File: config.mk
export PLATFORM = sky130hd
export DESIGN_NAME = first_fit_heap_allocator_flat
export DESIGN_NICKNAME = d
export VERILOG_FILES = /design/src/rtl/ffha_pkg.sv /design/src/rtl/ffha_if.sv /design/src/rtl/ffha_datapath.sv /design/src/rtl/ffha_ctrl.sv /design/src/rtl/first_fit_heap_allocator.sv /design/src/flat_wrapper.sv
export SDC_FILE = /design/constraint.sdc
export NUM_CORES = 2
export LEC_CHECK = 0
export BUFFER_PORTS_ARGS = -buffer_cell sky130_fd_sc_hd__buf_4
export CORE_MARGIN = 1.5
export CORE_UTILIZATION = 50
export CTS_CLUSTER_DIAMETER = 50
export DETAILED_ROUTE_END_ITERATION = 6
export GPL_ROUTABILITY_DRIVEN = 0
export PLACE_DENSITY = 0.68
export SYNTH_ARGS = -nofsm -noshare
export SYNTH_HDL_FRONTEND = slang
export SYNTH_SLANG_ARGS = --single-unit
File: constraint.sdc
create_clock -name clk -period 6.6 [get_ports clk]
set_input_delay 1.32 -clock clk [delete_from_list [all_inputs] [get_ports clk]]
set_output_delay 1.32 -clock clk [all_outputs]
set_load 0.01 [all_outputs]
File: src/rtl/ffha_pkg.sv
`timescale 1ns / 1ps
// ----------------------------------------------------------------------------
// ffha_pkg
// Shared constants and types for the first-fit heap allocator.
// ----------------------------------------------------------------------------
package ffha_pkg;
  localparam int MAX_SEGMENTS = 64;
  localparam int HEADER_BYTES = 16;
  localparam int ALIGN_BYTES  = 8;
  localparam int HDR = ((HEADER_BYTES + ALIGN_BYTES - 1) / ALIGN_BYTES) * ALIGN_BYTES;
  localparam int IDX_W = $clog2(MAX_SEGMENTS);
  localparam int CNT_W = $clog2(MAX_SEGMENTS + 1);

  localparam logic [1:0] ST_OK      = 2'd0;
  localparam logic [1:0] ST_ZERO    = 2'd1;
  localparam logic [1:0] ST_NOFIT   = 2'd2;
  localparam logic [1:0] ST_UNKNOWN = 2'd3;

  localparam logic CFG_HEAP_BASE  = 1'b0;
  localparam logic CFG_HEAP_BYTES = 1'b1;

  typedef struct packed {
    logic [15:0] off;
    logic [16:0] size;
    logic        free;
  } seg_t;

  // controller to datapath commands
  typedef struct packed {
    logic             init;     // reload single segment
    logic             load_req; // capture request
    logic             rd;       // read entry rd_idx
    logic [IDX_W-1:0] rd_idx;
    logic             wr;       // write wr_data to wr_idx
    logic [IDX_W-1:0] wr_idx;
    logic [2:0]       wr_sel;   // what to write
    logic             hold;     // latch read data into hold register
    logic             cnt_inc;
    logic             cnt_dec;
    logic             acc_clr;
    logic             acc_add;  // add read entry to free sum if free
    logic             set_res;  // capture result
    logic [1:0]       res_st;
    logic             res_grant;
  } ffha_cmd_t;

  typedef struct packed {
    seg_t             rd_data;
    seg_t             hold;
    logic [CNT_W-1:0] count;
    logic             fit;       // rd_data free and large enough
    logic             big;       // rd_data splittable
    logic             addr_hit;  // rd_data payload matches release address
    logic             zero_req;
    logic             null_rel;
    logic             kind;
  } ffha_sts_t;

  localparam logic [2:0] WR_COPY   = 3'd0; // hold register as is
  localparam logic [2:0] WR_ALLOC  = 3'd1; // hold, size need, busy
  localparam logic [2:0] WR_SPLIT  = 3'd2; // remainder segment
  localparam logic [2:0] WR_FREE   = 3'd3; // hold marked free
  localparam logic [2:0] WR_MERGE  = 3'd4; // hold grown by rd_data
  localparam logic [2:0] WR_BUSY   = 3'd5; // hold marked busy
endpackage

File: src/rtl/ffha_if.sv
`timescale 1ns / 1ps
// ----------------------------------------------------------------------------
// ffha_if
// Valid/ready channel interfaces for requests, results and configuration.
// ----------------------------------------------------------------------------
interface ffha_req_if;
  logic        valid;
  logic        ready;
  logic        kind;
  logic [15:0] request_bytes;
  logic [31:0] release_address;
  modport source (output valid, kind, request_bytes, release_address, input ready);
  modport sink   (input valid, kind, request_bytes, release_address, output ready);
endinterface

interface ffha_res_if;
  logic        valid;
  logic        ready;
  logic [31:0] granted_address;
  logic [1:0]  status;
  logic [16:0] free_bytes;
  modport source (output valid, granted_address, status, free_bytes, input ready);
  modport sink   (input valid, granted_address, status, free_bytes, output ready);
endinterface

interface ffha_cfg_if;
  logic        valid;
  logic        ready;
  logic        index;
  logic [31:0] data;
  modport source (output valid, index, data, input ready);
  modport sink   (input valid, index, data, output ready);
endinterface

File: src/rtl/ffha_datapath.sv
`timescale 1ns / 1ps
// ----------------------------------------------------------------------------
// ffha_datapath
// Segment table memory, request registers, free-byte sum and result register.
// ----------------------------------------------------------------------------
module ffha_datapath import ffha_pkg::*; (
  input  logic        clk,
  input  logic        rst_n,
  input  ffha_cmd_t   cmd,
  output ffha_sts_t   sts,
  input  logic        cfg_we,
  input  logic        cfg_idx,
  input  logic [31:0] cfg_data,
  input  logic        in_kind,
  input  logic [15:0] in_request_bytes,
  input  logic [31:0] in_release_address,
  output logic [31:0] res_granted,
  output logic [1:0]  res_status,
  output logic [16:0] res_free
);
  seg_t mem [MAX_SEGMENTS];
  seg_t rd_r, hold_r, wdat;
  logic [31:0] base_r;
  logic [16:0] clamp, init_bytes, sum_r, need_r;
  logic [15:0] rel_r;
  logic        relbig_r, kind_r, zero_r, null_r;
  logic [CNT_W-1:0] cnt_r;

  // heap size for the single-segment reload: full heap at reset, else the write
  always_comb begin
    clamp = cfg_data[16:0];
    if (clamp < 17'd64) clamp = 17'd64;
    if (clamp > 17'd65536) clamp = 17'd65536;
    init_bytes = rst_n ? clamp : 17'd65536;
  end

  always_comb begin
    wdat = hold_r;
    case (cmd.wr_sel)
      WR_COPY:  wdat = hold_r;
      WR_ALLOC: begin wdat.size = need_r; wdat.free = 1'b0; end
      WR_SPLIT: begin
        wdat.off  = 16'(hold_r.off + HDR + need_r);
        wdat.size = 17'(hold_r.size - need_r - HDR);
        wdat.free = 1'b1;
      end
      WR_FREE:  wdat.free = 1'b1;
      WR_MERGE: wdat.size = 17'(hold_r.size + HDR + rd_r.size);
      WR_BUSY:  wdat.free = 1'b0;
      default:  wdat = hold_r;
    endcase
  end

  always_ff @(posedge clk) begin
    if (cmd.rd) rd_r <= mem[cmd.rd_idx];
    if (!rst_n || cmd.init) mem[0] <= '{off: 16'd0,
                                        size: (init_bytes > 17'(HDR)) ?
                                              17'(init_bytes - HDR) : 17'd0,
                                        free: 1'b1};
    else if (cmd.wr) mem[cmd.wr_idx] <= wdat;
    if (cmd.hold) hold_r <= rd_r;
    if (cmd.load_req) begin
      kind_r <= in_kind;
      zero_r <= (in_request_bytes == 16'd0);
      null_r <= (in_release_address == 32'd0);
      need_r <= 17'((({1'b0, in_request_bytes} + 17'(ALIGN_BYTES - 1)) / ALIGN_BYTES)
                * ALIGN_BYTES);
      {relbig_r, rel_r} <= 17'((in_release_address - base_r - HDR) >> 0)
                           | {|(32'(in_release_address - base_r - HDR) >> 16), 16'd0};
    end
    if (cmd.acc_clr) sum_r <= '0;
    else if (cmd.acc_add && rd_r.free) sum_r <= 17'(sum_r + rd_r.size);
    if (cmd.set_res) begin
      res_status  <= cmd.res_st;
      res_granted <= cmd.res_grant ? 32'(base_r + hold_r.off + HDR) : 32'd0;
      res_free    <= sum_r;
    end
  end

  always_ff @(posedge clk) begin
    if (!rst_n) begin
      base_r <= '0;
      cnt_r  <= CNT_W'(1);
    end else begin
      if (cfg_we && cfg_idx == CFG_HEAP_BASE) base_r <= cfg_data;
      if (cmd.init) cnt_r <= CNT_W'(1);
      else if (cmd.cnt_inc) cnt_r <= CNT_W'(cnt_r + 1'b1);
      else if (cmd.cnt_dec) cnt_r <= CNT_W'(cnt_r - 1'b1);
    end
  end

  always_comb begin
    sts.rd_data  = rd_r;
    sts.hold     = hold_r;
    sts.count    = cnt_r;
    sts.fit      = rd_r.free && rd_r.size >= need_r;
    sts.big      = {1'b0, rd_r.size} >= 18'(need_r + HDR + ALIGN_BYTES);
    sts.addr_hit = !relbig_r && rd_r.off == rel_r;
    sts.zero_req = zero_r;
    sts.null_rel = null_r;
    sts.kind     = kind_r;
  end
endmodule

File: src/rtl/ffha_ctrl.sv
`timescale 1ns / 1ps
// ----------------------------------------------------------------------------
// ffha_ctrl
// Sequencer: search, split insert, merge compaction and free-byte sum.
// ----------------------------------------------------------------------------
module ffha_ctrl import ffha_pkg::*; (
  input  logic      clk,
  input  logic      rst_n,
  input  ffha_sts_t sts,
  output ffha_cmd_t cmd,
  input  logic      cfg_we,
  input  logic      cfg_heap,
  input  logic      in_valid,
  output logic      in_ready,
  output logic      out_valid,
  input  logic      out_ready
);
  localparam logic [3:0] S_IDLE = 4'd0, S_DEC = 4'd1, S_SRD = 4'd2, S_SCHK = 4'd3,
                         S_SHRD = 4'd4, S_SHWR = 4'd5, S_SPLIT = 4'd6, S_ALLOC = 4'd7,
                         S_MRD = 4'd8, S_MCHK = 4'd9, S_CRD = 4'd10, S_CWR = 4'd11,
                         S_ARD = 4'd12, S_AACC = 4'd13, S_RES = 4'd14, S_OUT = 4'd15;
  logic [3:0] st_r, st_nxt;
  logic [CNT_W-1:0] i_r, i_nxt, j_r, j_nxt, hit_r, hit_nxt;
  logic [1:0] rs_r, rs_nxt;
  logic g_r, g_nxt, rdup_r, rdup_nxt;

  always_comb begin
    st_nxt = st_r; i_nxt = i_r; j_nxt = j_r; hit_nxt = hit_r;
    rs_nxt = rs_r; g_nxt = g_r; rdup_nxt = rdup_r;
    cmd = '0;
    cmd.init = cfg_we && cfg_heap;
    in_ready = (st_r == S_IDLE);
    out_valid = (st_r == S_OUT);
    case (st_r)
      S_IDLE: if (in_valid) begin cmd.load_req = 1'b1; st_nxt = S_DEC; end
      S_DEC: begin
        rs_nxt = ST_OK; g_nxt = 1'b0; i_nxt = '0;
        if (!sts.kind && sts.zero_req) begin rs_nxt = ST_ZERO; st_nxt = S_ARD; end
        else if (sts.kind && sts.null_rel) st_nxt = S_ARD;
        else st_nxt = S_SRD;
      end
      S_SRD: begin
        if (i_r == sts.count) begin
          rs_nxt = sts.kind ? ST_UNKNOWN : ST_NOFIT; i_nxt = '0; st_nxt = S_ARD;
        end else begin
          cmd.rd = 1'b1; cmd.rd_idx = IDX_W'(i_r); st_nxt = S_SCHK;
        end
      end
      S_SCHK: begin
        cmd.hold = 1'b1;
        if (!sts.kind ? sts.fit : sts.addr_hit) begin
          hit_nxt = i_r;
          if (sts.kind) st_nxt = S_ALLOC;
          else if (sts.big && sts.count < CNT_W'(MAX_SEGMENTS)) begin
            j_nxt = sts.count; st_nxt = S_SHRD;
          end else begin
            // whole segment granted; j cleared so the grant keeps its size
            j_nxt = '0; st_nxt = S_ALLOC;
          end
        end else begin
          i_nxt = CNT_W'(i_r + 1'b1); st_nxt = S_SRD;
        end
      end
      // shift entries hit+1..count-1 up by one, from the top
      S_SHRD: begin
        if (j_r == CNT_W'(hit_r + 1'b1)) begin
          cmd.rd = 1'b1; cmd.rd_idx = IDX_W'(hit_r); st_nxt = S_SPLIT;
        end else begin
          cmd.rd = 1'b1; cmd.rd_idx = IDX_W'(j_r - 1'b1); st_nxt = S_SHWR;
        end
      end
      S_SHWR: begin
        cmd.hold = 1'b1; st_nxt = S_SPLIT;
        rdup_nxt = 1'b1;
      end
      S_SPLIT: begin
        if (rdup_r) begin
          cmd.wr = 1'b1; cmd.wr_idx = IDX_W'(j_r); cmd.wr_sel = WR_COPY;
          j_nxt = CNT_W'(j_r - 1'b1); rdup_nxt = 1'b0; st_nxt = S_SHRD;
        end else begin
          cmd.hold = 1'b1; st_nxt = S_ALLOC; rdup_nxt = 1'b1;
        end
      end
      S_ALLOC: begin
        if (sts.kind) begin
          cmd.wr = 1'b1; cmd.wr_idx = IDX_W'(hit_r); cmd.wr_sel = WR_FREE;
          i_nxt = '0; st_nxt = S_MRD;
        end else if (rdup_r) begin
          // hold = entry at hit; write remainder then shrink
          cmd.wr = 1'b1; cmd.wr_idx = IDX_W'(hit_r + 1'b1); cmd.wr_sel = WR_SPLIT;
          cmd.cnt_inc = 1'b1; rdup_nxt = 1'b0;
        end else begin
          cmd.wr = 1'b1; cmd.wr_idx = IDX_W'(hit_r);
          cmd.wr_sel = (j_r == CNT_W'(hit_r + 1'b1)) ? WR_ALLOC : WR_BUSY;
          g_nxt = 1'b1; cmd.res_grant = 1'b0; st_nxt = S_ARD; i_nxt = '0;
        end
      end
      // merge walk: hold = entry i, read i+1
      S_MRD: begin
        if (CNT_W'(i_r + 1'b1) >= sts.count) begin i_nxt = '0; st_nxt = S_ARD; end
        else begin
          cmd.rd = 1'b1; cmd.rd_idx = IDX_W'(i_r);
          st_nxt = S_MCHK; rdup_nxt = 1'b0;
        end
      end
      S_MCHK: begin
        if (!rdup_r) begin
          cmd.hold = 1'b1; cmd.rd = 1'b1; cmd.rd_idx = IDX_W'(i_r + 1'b1);
          rdup_nxt = 1'b1;
        end else begin
          rdup_nxt = 1'b0;
          if (sts.hold.free && sts.rd_data.free) begin
            cmd.wr = 1'b1; cmd.wr_idx = IDX_W'(i_r); cmd.wr_sel = WR_MERGE;
            cmd.cnt_dec = 1'b1; j_nxt = CNT_W'(i_r + 1'b1); st_nxt = S_CRD;
          end else begin
            i_nxt = CNT_W'(i_r + 1'b1); st_nxt = S_MRD;
          end
        end
      end
      // compaction: move j+1 down to j for j < count (count already decremented)
      S_CRD: begin
        if (j_r >= sts.count) st_nxt = S_MRD;
        else begin
          cmd.rd = 1'b1; cmd.rd_idx = IDX_W'(j_r + 1'b1); st_nxt = S_CWR; rdup_nxt = 1'b0;
        end
      end
      S_CWR: begin
        if (!rdup_r) begin cmd.hold = 1'b1; rdup_nxt = 1'b1; end
        else begin
          cmd.wr = 1'b1; cmd.wr_idx = IDX_W'(j_r); cmd.wr_sel = WR_COPY;
          j_nxt = CNT_W'(j_r + 1'b1); rdup_nxt = 1'b0; st_nxt = S_CRD;
        end
      end
      S_ARD: begin
        if (i_r == '0) cmd.acc_clr = 1'b1;
        if (i_r == sts.count) begin st_nxt = S_RES; end
        else begin cmd.rd = 1'b1; cmd.rd_idx = IDX_W'(i_r); st_nxt = S_AACC; end
      end
      S_AACC: begin
        cmd.acc_add = 1'b1; i_nxt = CNT_W'(i_r + 1'b1); st_nxt = S_ARD;
      end
      S_RES: begin
        cmd.set_res = 1'b1; cmd.res_st = rs_r; cmd.res_grant = g_r; st_nxt = S_OUT;
      end
      S_OUT: if (out_ready) st_nxt = S_IDLE;
      default: st_nxt = S_IDLE;
    endcase
  end

  always_ff @(posedge clk) begin
    if (!rst_n) begin
      st_r <= S_IDLE; i_r <= '0; j_r <= '0; hit_r <= '0;
      rs_r <= ST_OK; g_r <= 1'b0; rdup_r <= 1'b0;
    end else begin
      st_r <= st_nxt; i_r <= i_nxt; j_r <= j_nxt; hit_r <= hit_nxt;
      rs_r <= rs_nxt; g_r <= g_nxt; rdup_r <= rdup_nxt;
    end
  end

  a_out_only: assert property (@(posedge clk) disable iff (!rst_n)
    out_valid |-> !in_ready) else $error("accept while result pending");
  a_hold_out: assert property (@(posedge clk) disable iff (!rst_n)
    out_valid && !out_ready |=> out_valid) else $error("result dropped");
  a_one_wr: assert property (@(posedge clk) disable iff (!rst_n)
    !(cmd.cnt_inc && cmd.cnt_dec)) else $error("count conflict");
endmodule

File: src/rtl/first_fit_heap_allocator.sv
`timescale 1ns / 1ps
// ----------------------------------------------------------------------------
// first_fit_heap_allocator
// First-fit segment allocator with split on allocate and merge on release.
// ----------------------------------------------------------------------------
// Throughput: one request at a time; the next transfer is taken the cycle after
//   the result transfer. The single segment table RAM port sets the pace.
// Reset: rst_n synchronous; table holds one free segment of 65536-HDR bytes,
//   base 0. Writing heap_bytes reloads the single segment.
module first_fit_heap_allocator import ffha_pkg::*; (
  input logic clk,
  input logic rst_n,
  ffha_req_if.sink   in_ch,
  ffha_res_if.source out_ch,
  ffha_cfg_if.sink   cfg_ch
);
  ffha_cmd_t cmd;
  ffha_sts_t sts;
  logic cfg_we;

  // config always taken; block is idle by contract
  assign cfg_ch.ready = 1'b1;
  assign cfg_we = cfg_ch.valid;

  ffha_ctrl u_ctrl (
    .clk, .rst_n, .sts, .cmd,
    .cfg_we, .cfg_heap(cfg_ch.index == CFG_HEAP_BYTES),
    .in_valid(in_ch.valid), .in_ready(in_ch.ready),
    .out_valid(out_ch.valid), .out_ready(out_ch.ready)
  );

  ffha_datapath u_dp (
    .clk, .rst_n, .cmd, .sts,
    .cfg_we, .cfg_idx(cfg_ch.index), .cfg_data(cfg_ch.data),
    .in_kind(in_ch.kind), .in_request_bytes(in_ch.request_bytes),
    .in_release_address(in_ch.release_address),
    .res_granted(out_ch.granted_address), .res_status(out_ch.status),
    .res_free(out_ch.free_bytes)
  );
endmodule

File: src/flat_wrapper.sv
// flat-port wrapper written by rule: the top's interface ports become plain ports
module first_fit_heap_allocator_flat import ffha_pkg::*;
  (clk, rst_n, in_ch_valid, in_ch_kind, in_ch_request_bytes, in_ch_release_address, in_ch_ready, out_ch_valid, out_ch_granted_address, out_ch_status, out_ch_free_bytes, out_ch_ready, cfg_ch_valid, cfg_ch_index, cfg_ch_data, cfg_ch_ready);
  ffha_req_if in_ch_i ();
  ffha_res_if out_ch_i ();
  ffha_cfg_if cfg_ch_i ();
  input logic clk;
  input logic rst_n;
  input wire logic [$bits(in_ch_i.valid)-1:0] in_ch_valid;
  input wire logic [$bits(in_ch_i.kind)-1:0] in_ch_kind;
  input wire logic [$bits(in_ch_i.request_bytes)-1:0] in_ch_request_bytes;
  input wire logic [$bits(in_ch_i.release_address)-1:0] in_ch_release_address;
  output wire logic [$bits(in_ch_i.ready)-1:0] in_ch_ready;
  output wire logic [$bits(out_ch_i.valid)-1:0] out_ch_valid;
  output wire logic [$bits(out_ch_i.granted_address)-1:0] out_ch_granted_address;
  output wire logic [$bits(out_ch_i.status)-1:0] out_ch_status;
  output wire logic [$bits(out_ch_i.free_bytes)-1:0] out_ch_free_bytes;
  input wire logic [$bits(out_ch_i.ready)-1:0] out_ch_ready;
  input wire logic [$bits(cfg_ch_i.valid)-1:0] cfg_ch_valid;
  input wire logic [$bits(cfg_ch_i.index)-1:0] cfg_ch_index;
  input wire logic [$bits(cfg_ch_i.data)-1:0] cfg_ch_data;
  output wire logic [$bits(cfg_ch_i.ready)-1:0] cfg_ch_ready;
  assign in_ch_i.valid = in_ch_valid;
  assign in_ch_i.kind = in_ch_kind;
  assign in_ch_i.request_bytes = in_ch_request_bytes;
  assign in_ch_i.release_address = in_ch_release_address;
  assign in_ch_ready = in_ch_i.ready;
  assign out_ch_valid = out_ch_i.valid;
  assign out_ch_granted_address = out_ch_i.granted_address;
  assign out_ch_status = out_ch_i.status;
  assign out_ch_free_bytes = out_ch_i.free_bytes;
  assign out_ch_i.ready = out_ch_ready;
  assign cfg_ch_i.valid = cfg_ch_valid;
  assign cfg_ch_i.index = cfg_ch_index;
  assign cfg_ch_i.data = cfg_ch_data;
  assign cfg_ch_ready = cfg_ch_i.ready;
  first_fit_heap_allocator u_core (.clk(clk), .rst_n(rst_n), .in_ch(in_ch_i), .out_ch(out_ch_i), .cfg_ch(cfg_ch_i));
endmodule
==> summary.md <==
| Metric | Value |
|---|---|
| Outcome | `finished, violations left` |
| Failing checks | `design-rule violations` |
| Tot Pwr | `about 47 mW` |
| Antenna violations before repair | `3` |
| Most used standard cells in the synthesized netlist | `edfxtp_1, mux2i_1, nand2_1, nor2_1, and3_1` |
| Chip Width | `about 460 µm` |
| Final non-filler cell total | `around 11000` |
| Switching power of the nets | `approximately 16 mW` |
| Clock network fraction of design power | `roughly 29%` |
| Estimated wirelength of the detail-placed design | `188 mm` |
| Worst Skew | `roughly 49 ps` |
| Via count of the first global-routing pass | `62500` |
| Layout fillers | `between 15000 and 20000` |
| Area after DPL | `roughly 0.11 mm²` |
| Standby leakage power | `approximately 44 nW` |
| Count of mapped cells out of synthesis | `around 7400` |
| Required time reported for the critical path endpoint | `between 7000 and 8000 ps` |
| Maximum fanout along the worst path | `about 120` |
| First-pass GRT wire length | `around 430 mm` |
| Cells along the critical path | `ha_1 > nand3_1 > nor2_1 > xor2_1 > ha_1 > and2_1 > a221o_1 > a41oi_1 > o2bb2ai_1 > mux2i_1 > o211ai_1 > buf_12 > buf_4 > a211oi_1 > nor3_1 > nor4_2` |
| Yosys warning total | `0` |
| Proportion of netlist area held by the largest area contributor | `between 60% and 70%` |
| Initial Utilization | `around 50%` |
| Source-to-sink clock delay at the later pin of the worst-skew pair | `roughly 900 ps` |
| Cell internal pwr | `between 30 and 40 mW` |
| Remaining routing DRC violations | `13` |
| Largest net degree at the start of global routing | `118` |
| Routed via count divided by cell count | `6.13` |
| Number of H-tree branching levels | `4` |
| Tmin final | `6570 ps` |
| Max Clk Rate | `152 MHz` |
| PortBufs | `approximately 140` |
| Fraction of layout cells with a size suffix above 1 | `15.2%` |
| Non-Filler Cell Area, Final | `~0.12 mm²` |
| Sequential share of the synthesized area | `roughly 70%` |
| Biggest area consumer among synthesized cells | `edfxtp_1` |
| Highest cell delay on the worst timing path | `990 ps` |
| TritonCTS clock tree | `built` |
| GR Util All Layers | `between 20% and 30%` |
| Kind of end point of the critical path | `flop` |
| Number of top-level design ports | `~140` |
| Amount of wire on met3 after detailed routing | `~30 mm` |
| Type of element launching the critical path | `flop` |
| Antenna Violating Nets Remaining | `0` |
| Die area | `about 0.21 mm²` |
| Initial drt markers | `between 8000 and 9000` |
| Fraction of power spent switching nets | `between 30% and 40%` |
| Number of pins exceeding their max-slew limit in the final report | `0` |
| Clk slew on worst S/H paths | `60 ps` |
| Highest metal layer used by the detailed router | `met4` |
| Standard-cell rows | `about 170` |
| Class of the worst hold path | `reg -> reg` |
| Hold violation total from the final report | `0` |
| Critical path class | `reg -> reg` |
| GRT overflow | `0` |
| Max-cap violation count | `0` |
| Routed Wire Length | `between 300 and 400 mm` |
| Area growth from synthesis to layout | `13.4%` |
| Setup_tns | `0 ps` |
| Overall die height | `462 µm` |
| Routed vias | `between 60000 and 70000` |
| Share of total power in combinational logic | `about a third` |
| Max_slew headroom | `about 15%` |
| Clk sinks | `2414` |
| Routed metal-1 wire length | `approximately 120 mm` |
| Area taken by multi-input logic gates | `0.0322 mm²` |
| Power density over cell area | `a little under 400 mW/mm²` |
| Total standard cell area after synthesis | `around 0.11 mm²` |
| #FFs+latches synth | `approximately 2400` |
| Count of endpoints failing setup in the final report | `0` |
| Proportion of synthesized flip-flops having asynchronous set or reset | `0%` |
| DP Cell Count | `between 10000 and 15000` |
| Critical path arrival | `7170 ps` |
| Post-DR wirelength/cell | `around 28 µm` |
| Slowest-stage cell, CP | `nor3_1` |
| Number of distinct library cells after synthesis | `between 70 and 80` |
| Unrepaired setup endpoints after global routing | `no` |
| Most numerous cell in the Yosys netlist | `edfxtp_1` |
| Most used cell, CP | `ha_1` |
| Power share of the sequential group | `~39%` |
| Largest voltage drop on the vdd net | `0.324 mV` |
| Total area of sequential cells | `between 0.07 and 0.08 mm²` |
| Share of the cycle needed by the critical path after routing | `between 90% and 100%` |
| Floorplan core area | `about 0.21 mm²` |
| Largest buffer count on any clock path | `3` |
| Actual slew at the worst max-slew pin | `1260 ps` |
| Number of iterations in the first detailed-routing pass | `7` |
| Final net count | `roughly 8000` |
| # hold bufs at CTS | `0` |
| Cts bufs inserted | `237` |
| Main area contributors after synthesis | `edfxtp_1, mux2i_1, ha_1` |
| Detailed-routed wire length on met2 | `140 mm` |
| Post-Syn Area per Cell | `14.3 µm²` |
| Number of enable-type register cells in the synthesized netlist | `between 2000 and 2500` |
| Post-synth top flop | `edfxtp_1` |
| Library cell used as clock root buffer | `clkbuf_16` |
| Syn_nets | `just under 8000` |
worst paths after layout:
| kind | slack, ps | start | to | cells after the start |
|---|---|---|---|---|
| setup reg to reg | 30 | u_core.u_ctrl.i_r[0] | u_core.u_dp.sts[77] | 16 |
| hold reg to reg | 470 | u_core.u_dp.sum_r[16] | u_core.u_dp.res_free[16] | 0 |
| setup / recovery | 30 | u_core.u_ctrl.i_r[0] | u_core.u_dp.sts[77] | 16 |
| hold / removal | 470 | u_core.u_dp.sum_r[16] | u_core.u_dp.res_free[16] | 0 |
flip-flops by register name, indices dropped and copies added, names as in the netlist:
name and count:
u_core.u_ctrl.g_r 1, u_core.u_ctrl.hit_r 7, u_core.u_ctrl.i_r 7, u_core.u_ctrl.j_r 7
u_core.u_ctrl.rdup_r 1, u_core.u_ctrl.rs_r 2, u_core.u_ctrl.st_r 4, u_core.u_dp.base_r 32
u_core.u_dp.cnt_r 7, u_core.u_dp.kind_r 1, u_core.u_dp.mem 2176, u_core.u_dp.need_r 14
u_core.u_dp.null_r 1, u_core.u_dp.rel_r 16, u_core.u_dp.relbig_r 1, u_core.u_dp.res_free 17
u_core.u_dp.res_granted 32, u_core.u_dp.res_status 2, u_core.u_dp.sts 68, u_core.u_dp.sum_r 17
u_core.u_dp.zero_r 1
cells by family (layout without fill, tap and decap cells):
family                   after synthesis  count (layout)  synth area share, %
flip-flops                          2414            2414                 68.0
AND/OR/NAND/NOR                     1886            1886                 8.49
adder cells (fa/ha/maj)              251             251                 3.02
AO/OA/AOI/OAI                       1038            1038                 6.62
other                                  1               6              0.00356
multiplexers                        1016            1016                 9.95
XOR/XNOR                             174             174                 1.45
buffers and inverters                580            1073                 2.45
metrics by stage:
| stage | worst slack (ps) | hold WS [ps] | utilization [%] |
|---|---|---|---|
| finish | 28.7 | 467 | 57.1 |
| global route | 14.0 | 473 | 57.0 |
| CTS | 48.5 | 463 | 57.0 |
| detailed placement | -5.40 | 451 | 53.3 |
| global placement | -353 | 438 | 53.3 |
| floorplan | 11.8 | 423 | - |
metal layers:
layer  global-route usage [%]  vias to the layer above
met1                     37.5                    32800
met4                     13.8                        0
met5                        0                        -
met3                     5.25                      581
li1                         -                    28600
met2                     44.4                     3471
what timing repair did:
item                                    CTS  global route
buffers inserted                          0             0
gates resized for setup                   1             6
pin swaps                                 0             0
endpoints found under the setup margin    1             6
placed cells by master (no fill, tap or decap), types with 20 or more instances in the layout:
cell,n
clkinv_1,52
nor4_2,26
and2_1,28
o21ai_0,213
xor2_1,78
nand3_1,114
and3_1,275
mux2i_1,772
xnor2_1,96
bufinv_16,20
o21a_1,26
a211o_1,75
mux2_2,244
nor3_1,99
nand2b_1,26
buf_4,382
o22ai_1,105
a21boi_0,39
a31oi_1,29
a211oi_1,129
nor2b_1,38
a21oi_1,134
dfxtp_1,85
a22oi_1,64
edfxtp_1,2329
nand4_1,32
nor4_1,26
inv_1,205
clkbuf_16,240
nor2_4,72
buf_12,35
nand2_1,758
ha_1,245
nor2_1,298
a21o_1,48
clkbuf_1,50
clkinv_2,45
worst max-delay path: cells and delay by family (launching register included):
family                     cells  cell delay (ps)
buffers and inverters          2             1030
xor gates and xnor gates       1              250
AOI/OAI and AO/OA              5             1770
muxes                          1              250
adders and majority gates      2              590
DFF                            1              530
and+or+nand+nor                5             1650
layout make-up:
cell class                 count  area share, %
antenna                        5         0.0105
inverter                     205          0.644
multi-input combinational   4366           26.9
sequential                  2414           60.0
timing repair buffer         419           3.01
clock inverter               158           1.30
clock buffer                 291           5.20
tap                         2805           2.94
power by group through the flow:
stage / sequential [mW] / clock [mW] / combinational (mW)
2_1_floorplan: 17.9 / 0 / 10.1
3_3_place_gp: 18.4 / 0 / 14.7
3_5_place_dp: 18.4 / 0 / 15.0
4_1_cts: 18.1 / 13.5 / 15.1
5_1_grt: 18.1 / 14.1 / 16.2
6_report: 18.1 / 13.4 / 15.2
Note: power is estimated with default switching activity, not from simulation.
